--- config.mk ---
export PLATFORM = sky130hd
export DESIGN_NAME = key_bucket_and_code_hash_core
export DESIGN_NICKNAME = d
export VERILOG_FILES = /design/src/rtl/kbch_pkg.sv /design/src/rtl/kbch_datapath.sv /design/src/rtl/kbch_control.sv /design/src/rtl/key_bucket_and_code_hash_core.sv
export SDC_FILE = /design/constraint.sdc
export NUM_CORES = 2
export LEC_CHECK = 0
export ABC_CLOCK_PERIOD_IN_PS = 9710
export BUFFER_PORTS_ARGS = -buffer_cell sky130_fd_sc_hd__buf_2
export CAP_MARGIN = 25
export CORE_MARGIN = 2
export CORE_UTILIZATION = 60
export CTS_CLUSTER_DIAMETER = 60
export DETAILED_ROUTE_END_ITERATION = 8
export GPL_TIMING_DRIVEN = 0
export PLACE_DENSITY_LB_ADDON = 0.08
export REMOVE_ABC_BUFFERS = 1
export SYNTH_ARGS = -nofsm -noshare
export SYNTH_HDL_FRONTEND = slang
export SYNTH_SLANG_ARGS = --single-unit
--- constraint.sdc ---
create_clock -name clock -period 9.71 [get_ports clock]
set_clock_uncertainty 0.2 [all_clocks]
set_input_delay 0.971 -clock clock [delete_from_list [all_inputs] [get_ports clock]]
set_output_delay 0.971 -clock clock [all_outputs]
set_load 0.03 [all_outputs]
--- src/rtl/kbch_pkg.sv ---
package kbch_pkg;

   localparam int unsigned KeyByteWidth   = 8;
   localparam int unsigned WordWidth      = 32;
   localparam int unsigned CodeWidth      = 31;
   localparam int unsigned SizeWidth      = 27;
   localparam int unsigned DivSteps       = CodeWidth;
   localparam int unsigned DivCountWidth  = $clog2(DivSteps);

   localparam logic [WordWidth-1:0] RsMultInit = 32'd63689;
   localparam logic [WordWidth-1:0] RsMultStep = 32'd378551;
   localparam logic [WordWidth-1:0] BkdrSeed   = 32'd131;
   localparam logic [SizeWidth-1:0] SizeReset  = 27'd433;
   localparam logic [DivCountWidth-1:0] DivLastCount = DivCountWidth'(DivSteps - 1);

   typedef struct packed {
      logic [KeyByteWidth-1:0] key_byte;
      logic                    last_byte;
   } req_type;

   typedef struct packed {
      logic [SizeWidth-1:0] bucket_index;
      logic [CodeWidth-1:0] key_code;
   } rsp_type;

   typedef struct packed {
      logic hash_step;
      logic load;
      logic div_step;
      logic out_load;
   } cmd_type;

   typedef struct packed {
      logic div_last;
   } status_type;

endpackage

--- src/rtl/kbch_datapath.sv ---
module kbch_datapath (
   input  logic                             clock,
   input  logic                             reset,
   input  kbch_pkg::cmd_type                cmd,
   output kbch_pkg::status_type             status,
   input  kbch_pkg::req_type                req_data,
   input  logic                             csr_write,
   input  logic [kbch_pkg::SizeWidth-1:0]   csr_data,
   output kbch_pkg::rsp_type                rsp_data
);

   logic [kbch_pkg::WordWidth-1:0]     rs_acc_ff, rs_acc_in;
   logic [kbch_pkg::WordWidth-1:0]     rs_mult_ff, rs_mult_in;
   logic [kbch_pkg::WordWidth-1:0]     bkdr_acc_ff, bkdr_acc_in;
   logic [kbch_pkg::SizeWidth-1:0]     table_size_ff, table_size_in;
   logic [kbch_pkg::SizeWidth-1:0]     divisor_ff, divisor_in;
   logic [kbch_pkg::SizeWidth-1:0]     rem_ff, rem_in;
   logic [kbch_pkg::CodeWidth-1:0]     dvd_ff, dvd_in;
   logic [kbch_pkg::CodeWidth-1:0]     code_ff, code_in;
   logic [kbch_pkg::DivCountWidth-1:0] cnt_ff, cnt_in;
   kbch_pkg::rsp_type                  out_ff, out_in;

   logic [kbch_pkg::WordWidth-1:0] byte_ext;
   logic [kbch_pkg::WordWidth-1:0] rs_prod;
   logic [kbch_pkg::WordWidth-1:0] mult_prod;
   logic [kbch_pkg::WordWidth-1:0] bkdr_prod;
   logic [kbch_pkg::SizeWidth:0]   rem_shift;
   logic [kbch_pkg::SizeWidth:0]   rem_diff;

   assign byte_ext  = {{(kbch_pkg::WordWidth - kbch_pkg::KeyByteWidth){req_data.key_byte[7]}},
                       req_data.key_byte};
   assign rs_prod   = rs_acc_ff * rs_mult_ff;
   assign mult_prod = rs_mult_ff * kbch_pkg::RsMultStep;
   assign bkdr_prod = bkdr_acc_ff * kbch_pkg::BkdrSeed;

   // restoring divider, one quotient bit per step
   assign rem_shift = {rem_ff, dvd_ff[kbch_pkg::CodeWidth-1]};
   assign rem_diff  = rem_shift - {1'b0, divisor_ff};

   always_comb begin
      rs_acc_in     = rs_acc_ff;
      rs_mult_in    = rs_mult_ff;
      bkdr_acc_in   = bkdr_acc_ff;
      table_size_in = table_size_ff;
      divisor_in    = divisor_ff;
      rem_in        = rem_ff;
      dvd_in        = dvd_ff;
      code_in       = code_ff;
      cnt_in        = cnt_ff;
      out_in        = out_ff;
      if (csr_write) begin
         table_size_in = csr_data;
      end
      if (cmd.hash_step) begin
         rs_acc_in   = rs_prod + byte_ext;
         rs_mult_in  = mult_prod;
         bkdr_acc_in = bkdr_prod + byte_ext;
      end
      if (cmd.load) begin
         divisor_in  = table_size_ff;
         rem_in      = '0;
         dvd_in      = rs_acc_ff[kbch_pkg::CodeWidth-1:0];
         code_in     = bkdr_acc_ff[kbch_pkg::CodeWidth-1:0];
         cnt_in      = '0;
         rs_acc_in   = '0;
         rs_mult_in  = kbch_pkg::RsMultInit;
         bkdr_acc_in = '0;
      end
      if (cmd.div_step) begin
         if (rem_shift >= {1'b0, divisor_ff}) begin
            rem_in = rem_diff[kbch_pkg::SizeWidth-1:0];
         end else begin
            rem_in = rem_shift[kbch_pkg::SizeWidth-1:0];
         end
         dvd_in = {dvd_ff[kbch_pkg::CodeWidth-2:0], 1'b0};
         cnt_in = cnt_ff + 1'b1;
      end
      if (cmd.out_load) begin
         out_in.bucket_index = (divisor_ff == '0) ? '0 : rem_ff;
         out_in.key_code     = code_ff;
      end
   end

   always_ff @(posedge clock) begin
      if (reset) begin
         rs_acc_ff     <= '0;
         rs_mult_ff    <= kbch_pkg::RsMultInit;
         bkdr_acc_ff   <= '0;
         table_size_ff <= kbch_pkg::SizeReset;
      end else begin
         rs_acc_ff     <= rs_acc_in;
         rs_mult_ff    <= rs_mult_in;
         bkdr_acc_ff   <= bkdr_acc_in;
         table_size_ff <= table_size_in;
      end
   end

   always_ff @(posedge clock) begin
      divisor_ff <= divisor_in;
      rem_ff     <= rem_in;
      dvd_ff     <= dvd_in;
      code_ff    <= code_in;
      cnt_ff     <= cnt_in;
      out_ff     <= out_in;
   end

   assign status.div_last = (cnt_ff == kbch_pkg::DivLastCount);
   assign rsp_data        = out_ff;

   a_rem_below_divisor: assert property (@(posedge clock) disable iff (reset)
      cmd.div_step && divisor_ff != '0 && rem_ff < divisor_ff |=> rem_ff < divisor_ff)
      else $error("divider remainder not below divisor");

   a_load_clears_hashes: assert property (@(posedge clock) disable iff (reset)
      cmd.load && !csr_write |=> rs_acc_ff == '0 && bkdr_acc_ff == '0 &&
      rs_mult_ff == kbch_pkg::RsMultInit && cnt_ff == '0)
      else $error("hash state not cleared at end of key");

   a_zero_size_bucket: assert property (@(posedge clock) disable iff (reset)
      cmd.out_load && divisor_ff == '0 |=> rsp_data.bucket_index == '0)
      else $error("zero table size gave a nonzero bucket");

endmodule

--- src/rtl/kbch_control.sv ---
module kbch_control (
   input  logic                  clock,
   input  logic                  reset,
   input  logic                  req_valid,
   input  logic                  req_last,
   output logic                  req_stall,
   output logic                  rsp_valid,
   input  logic                  rsp_stall,
   input  kbch_pkg::status_type  status,
   output kbch_pkg::cmd_type     cmd
);

   localparam logic [1:0] StIdle = 2'd0;
   localparam logic [1:0] StLoad = 2'd1;
   localparam logic [1:0] StDiv  = 2'd2;
   localparam logic [1:0] StHold = 2'd3;

   logic [1:0] state_ff, state_in;
   logic       rsp_valid_ff, rsp_valid_in;
   logic       accept;
   logic       out_free;

   assign req_stall = (state_ff != StIdle);
   assign accept    = req_valid && !req_stall;
   assign out_free  = !rsp_valid_ff || !rsp_stall;

   always_comb begin
      state_in     = state_ff;
      cmd          = '0;
      rsp_valid_in = rsp_valid_ff && rsp_stall;
      case (state_ff)
         StIdle: begin
            if (accept) begin
               cmd.hash_step = 1'b1;
               if (req_last) begin
                  state_in = StLoad;
               end
            end
         end
         StLoad: begin
            cmd.load = 1'b1;
            state_in = StDiv;
         end
         StDiv: begin
            cmd.div_step = 1'b1;
            if (status.div_last) begin
               state_in = StHold;
            end
         end
         StHold: begin
            if (out_free) begin
               cmd.out_load = 1'b1;
               rsp_valid_in = 1'b1;
               state_in     = StIdle;
            end
         end
         default: begin
            state_in = StIdle;
         end
      endcase
   end

   always_ff @(posedge clock) begin
      if (reset) begin
         state_ff     <= StIdle;
         rsp_valid_ff <= 1'b0;
      end else begin
         state_ff     <= state_in;
         rsp_valid_ff <= rsp_valid_in;
      end
   end

   assign rsp_valid = rsp_valid_ff;

   a_last_starts_load: assert property (@(posedge clock) disable iff (reset)
      accept && req_last |=> state_ff == StLoad)
      else $error("last byte did not start the divide");

   a_load_then_div: assert property (@(posedge clock) disable iff (reset)
      state_ff == StLoad |=> state_ff == StDiv && !cmd.out_load)
      else $error("load not followed by divide");

   a_out_load_valid: assert property (@(posedge clock) disable iff (reset)
      cmd.out_load |=> rsp_valid_ff && state_ff == StIdle)
      else $error("result load did not raise valid");

endmodule

--- src/rtl/key_bucket_and_code_hash_core.sv ---
// Key bytes arrive one per transaction, with last_byte marking the end of a
// key; each byte updates the RS and BKDR hashes as it is accepted. The final
// byte is followed by a busy period (a load state, 31 steps of the serial
// restoring divider that forms the bucket index, and a hold state that loads
// the output register). A result held in the output register while rsp_stall
// is high delays the load of the next result and keeps req_stall high.
// table_size may be written whenever no key is in flight.
module key_bucket_and_code_hash_core (
   input  logic                           clock,
   input  logic                           reset,
   input  logic                           req_valid,
   output logic                           req_stall,
   input  kbch_pkg::req_type              req_data,
   output logic                           rsp_valid,
   input  logic                           rsp_stall,
   output kbch_pkg::rsp_type              rsp_data,
   input  logic                           csr_valid,
   output logic                           csr_ready,
   input  logic [kbch_pkg::SizeWidth-1:0] csr_data
);

   kbch_pkg::cmd_type    cmd;
   kbch_pkg::status_type status;

   assign csr_ready = 1'b1;

   kbch_control u_control (
      .clock     (clock),
      .reset     (reset),
      .req_valid (req_valid),
      .req_last  (req_data.last_byte),
      .req_stall (req_stall),
      .rsp_valid (rsp_valid),
      .rsp_stall (rsp_stall),
      .status    (status),
      .cmd       (cmd)
   );

   kbch_datapath u_datapath (
      .clock     (clock),
      .reset     (reset),
      .cmd       (cmd),
      .status    (status),
      .req_data  (req_data),
      .csr_write (csr_valid && csr_ready),
      .csr_data  (csr_data),
      .rsp_data  (rsp_data)
   );

endmodule

==> impl_results.md <==
- Status: completed
- Worst Max-Slew Pin Slew: 1130 ps
- Post-CTS Setup Repair Bufs: 0
- Placed Cells: slightly below 5k
- Post-Synthesis Cells: 3969
- Vias in the first global route: between 20k and 30k
- Post-CTS sizing: 0
- Startpoint Class: register
- Diode count: 0
- Hold_ws: 223 ps
- Reg clk slew, reported paths: 60 ps
- H-tree lvl count: 2
- Register area share after synthesis: 20.2%
- Worst hold-check path type: reg -> reg
- Crit path DAT: between 9000 and 10000 ps
- Initial antenna violation count: 0
- # DRC: 0
- Post-synth top cells: inv_1, fa_1, nand2_1
- Max-Cap Viols: 0
- RSZ-0062 raised after global routing: false
- Drt total wl: 93.2 mm
- Largest net degree at the start of global routing: 66
- Cell with the most instances after synthesis: inv_1
- Total track usage: between 20% and 30%
- Final worst path period need: around 9000 ps
- Synth-to-Final Area Change: 7.87%
- Post-Layout Cell Count: 4871
- CTS Hold Bufs: 0
- Root Driver: clkbuf_16
- Syn avg cell area: about 9.7 µm²
- Top_reg_cell synth: edfxtp_1
- Yosys top cell area share: 33.7%
- Clock Path Buffers: 3
- Gpl congestion: 0.902
- Die Wd: around 260 µm
- Row count: slightly above 90
- Largest area contributor in the netlist: fa_1
- Setup-failing EPs final: 0
- Endpoint type of the worst setup path: register
- Critical Path RT: 9980 ps
- Remaining antenna violation count: 0
- Layout cell share with drive strength beyond 1: 5.49%
- Clock Latency Late Sink: slightly below 600 ps
- YS warnings: 0
- Hpwl dp: 71.4 mm
- Global-route wire length before repair: 153 mm
- DR vias/cell: 5.40
- Slew margin rel.: 24.4%
- CTS tree: yes
- EDFF count, synth: 178
- Core ar.: about 63000 µm²
- CTS sink count: 301
- Die Y: 258 µm
- Die Area: 66300 µm²
- Port bufs: 100
- Total CTS buffers: 37
- GRT Residual Overflow: 0
- FF+latch count, synth: between 300 and 400
- Max Slew Vio Count: 0
- Fmax: 0.111 GHz
- Critical path class: reg -> reg
- Final hold vios: 0
- Final period utilization: 92.7%
- DRT Pass-1 Iters: 5
- Cell area after synthesis: 38600 µm²
- Starting Density: approximately three fifths
- Via count: 26.3k
- Final nets: 5057
- Top cells by area, synth: fa_1, edfxtp_1, ha_1, inv_1, dfxtp_1
- DR WL/cell: roughly 19 µm
- Share of flip-flops with an asynchronous set or reset: 0%
- Iteration-0 DRC Markers: 1699
- CP Max Fanout: 22
- Synth cell types: 72
- Number of I/O pins: around 100
[layout make-up]
| class | count | area [µm²] |
|---|---|---|
| Sequential cell | 301 | 7820 |
| Tap cell | 846 | 1060 |
| Timing Repair Buffer | 130 | 1280 |
| Clock buffer | 43 | 948 |
| Fill cell | 5225 | 21700 |
| Clock inverter | 23 | 238 |
| Inverter | 903 | 3390 |
| Multi-Input combinational cell | 2625 | 26900 |
[worst paths after layout]
path	startpoint	endpoint	slack, ps	depth (start not counted)
worst max register to register	u_datapath.rs_mult_ff[4]	u_datapath.rs_acc_ff[30]	710	24
worst min register to register	u_datapath.code_ff[4]	u_datapath.rsp_data[4]	220	0
worst min-delay path	u_datapath.code_ff[4]	u_datapath.rsp_data[4]	220	0
worst max-delay path	u_datapath.rs_mult_ff[4]	u_datapath.rs_acc_ff[30]	710	24
[placed cells by master, fill, tap and decap left out, drive strengths merged, types with 6 or more instances in the layout]
| master | count |
|---|---|
| a21oi | 137 |
| dfxtp | 123 |
| xor2 | 40 |
| o21ai | 92 |
| clkinv | 13 |
| o211ai | 14 |
| nor3 | 17 |
| and3 | 10 |
| buf | 130 |
| inv | 909 |
| nand4 | 8 |
| nor2 | 171 |
| and2 | 229 |
| a211o | 9 |
| nand2 | 415 |
| o21a | 19 |
| a21o | 46 |
| or3 | 7 |
| xnor2 | 131 |
| clkbuf | 43 |
| ha | 368 |
| o31a | 6 |
| nor2b | 42 |
| a211oi | 30 |
| edfxtp | 178 |
| nand2b | 11 |
| mux2i | 47 |
| o31ai | 8 |
| fa | 650 |
| o21bai | 13 |
| nor4 | 12 |
| nand3 | 23 |
| a31oi | 13 |
[flip-flops by register name, indices dropped and copies added, names as in the netlist, 5 cells and up]
signal	cells
u_datapath.rsp_data	58
u_datapath.bkdr_acc_ff	31
u_datapath.code_ff	31
u_datapath.dvd_ff	31
u_datapath.rs_acc_ff	31
u_datapath.rs_mult_ff	30
u_datapath.divisor_ff	27
u_datapath.rem_ff	27
u_datapath.table_size_ff	27
u_datapath.cnt_ff	5
[layer usage]
layer / track usage (%) / part of all wire, % / vias to the layer above / wire, µm
met3: 4.14 / 5.9 / 135 / 5510
met4: 8.29 / 2.6 / 0 / 2470
met5: 0 / 0 / - / 0
met1: 42.1 / 44 / 13200 / 41300
li1: - / - / 12300 / -
met2: 48.0 / 47 / 673 / 44000
[cells by family (layout without fill, tap and decap cells)]
family,after synthesis,in the layout,synth area share (%)
buffers and inverters,1043,1099,10.2
adders and majority gates,1018,1018,45.7
and+or+nand+nor,962,962,11.7
AOI/OAI and AO/OA,426,426,6.98
DFF,301,301,20.2
xor gates and xnor gates,171,171,3.88
muxes,47,47,1.22
other,1,1,0.00972
[worst max-delay path: stages, from the launching register on]
cell	delay, ps
dfxtp_1	1060
inv_1	750
nor2_1	300
fa_1	470
fa_1	460
fa_1	500
inv_1	60
fa_1	530
inv_1	50
fa_1	480
fa_1	540
fa_1	510
inv_1	50
fa_1	500
inv_1	50
ha_1	350
a21o_1	180
a211oi_1	210
o21ai_0	120
a31o_2	250
o41ai_1	410
o21ai_0	170
a21oi_1	320
xnor2_1	130
a211oi_1	230
[stage by stage]
step	area (µm²)	TNS, ps	utilization (%)	worst slack (ps)
floorplan	38000	0	-	1790
global placement	39600	-4360	62.5	-859
detailed placement	40400	0	63.8	472
CTS	41600	0	65.7	737
global route	41600	0	65.7	345
finish	41600	0	65.7	709
Power is not shown: default switching activity piles up to over one toggle a cycle in this logic, so the estimate is an artifact.
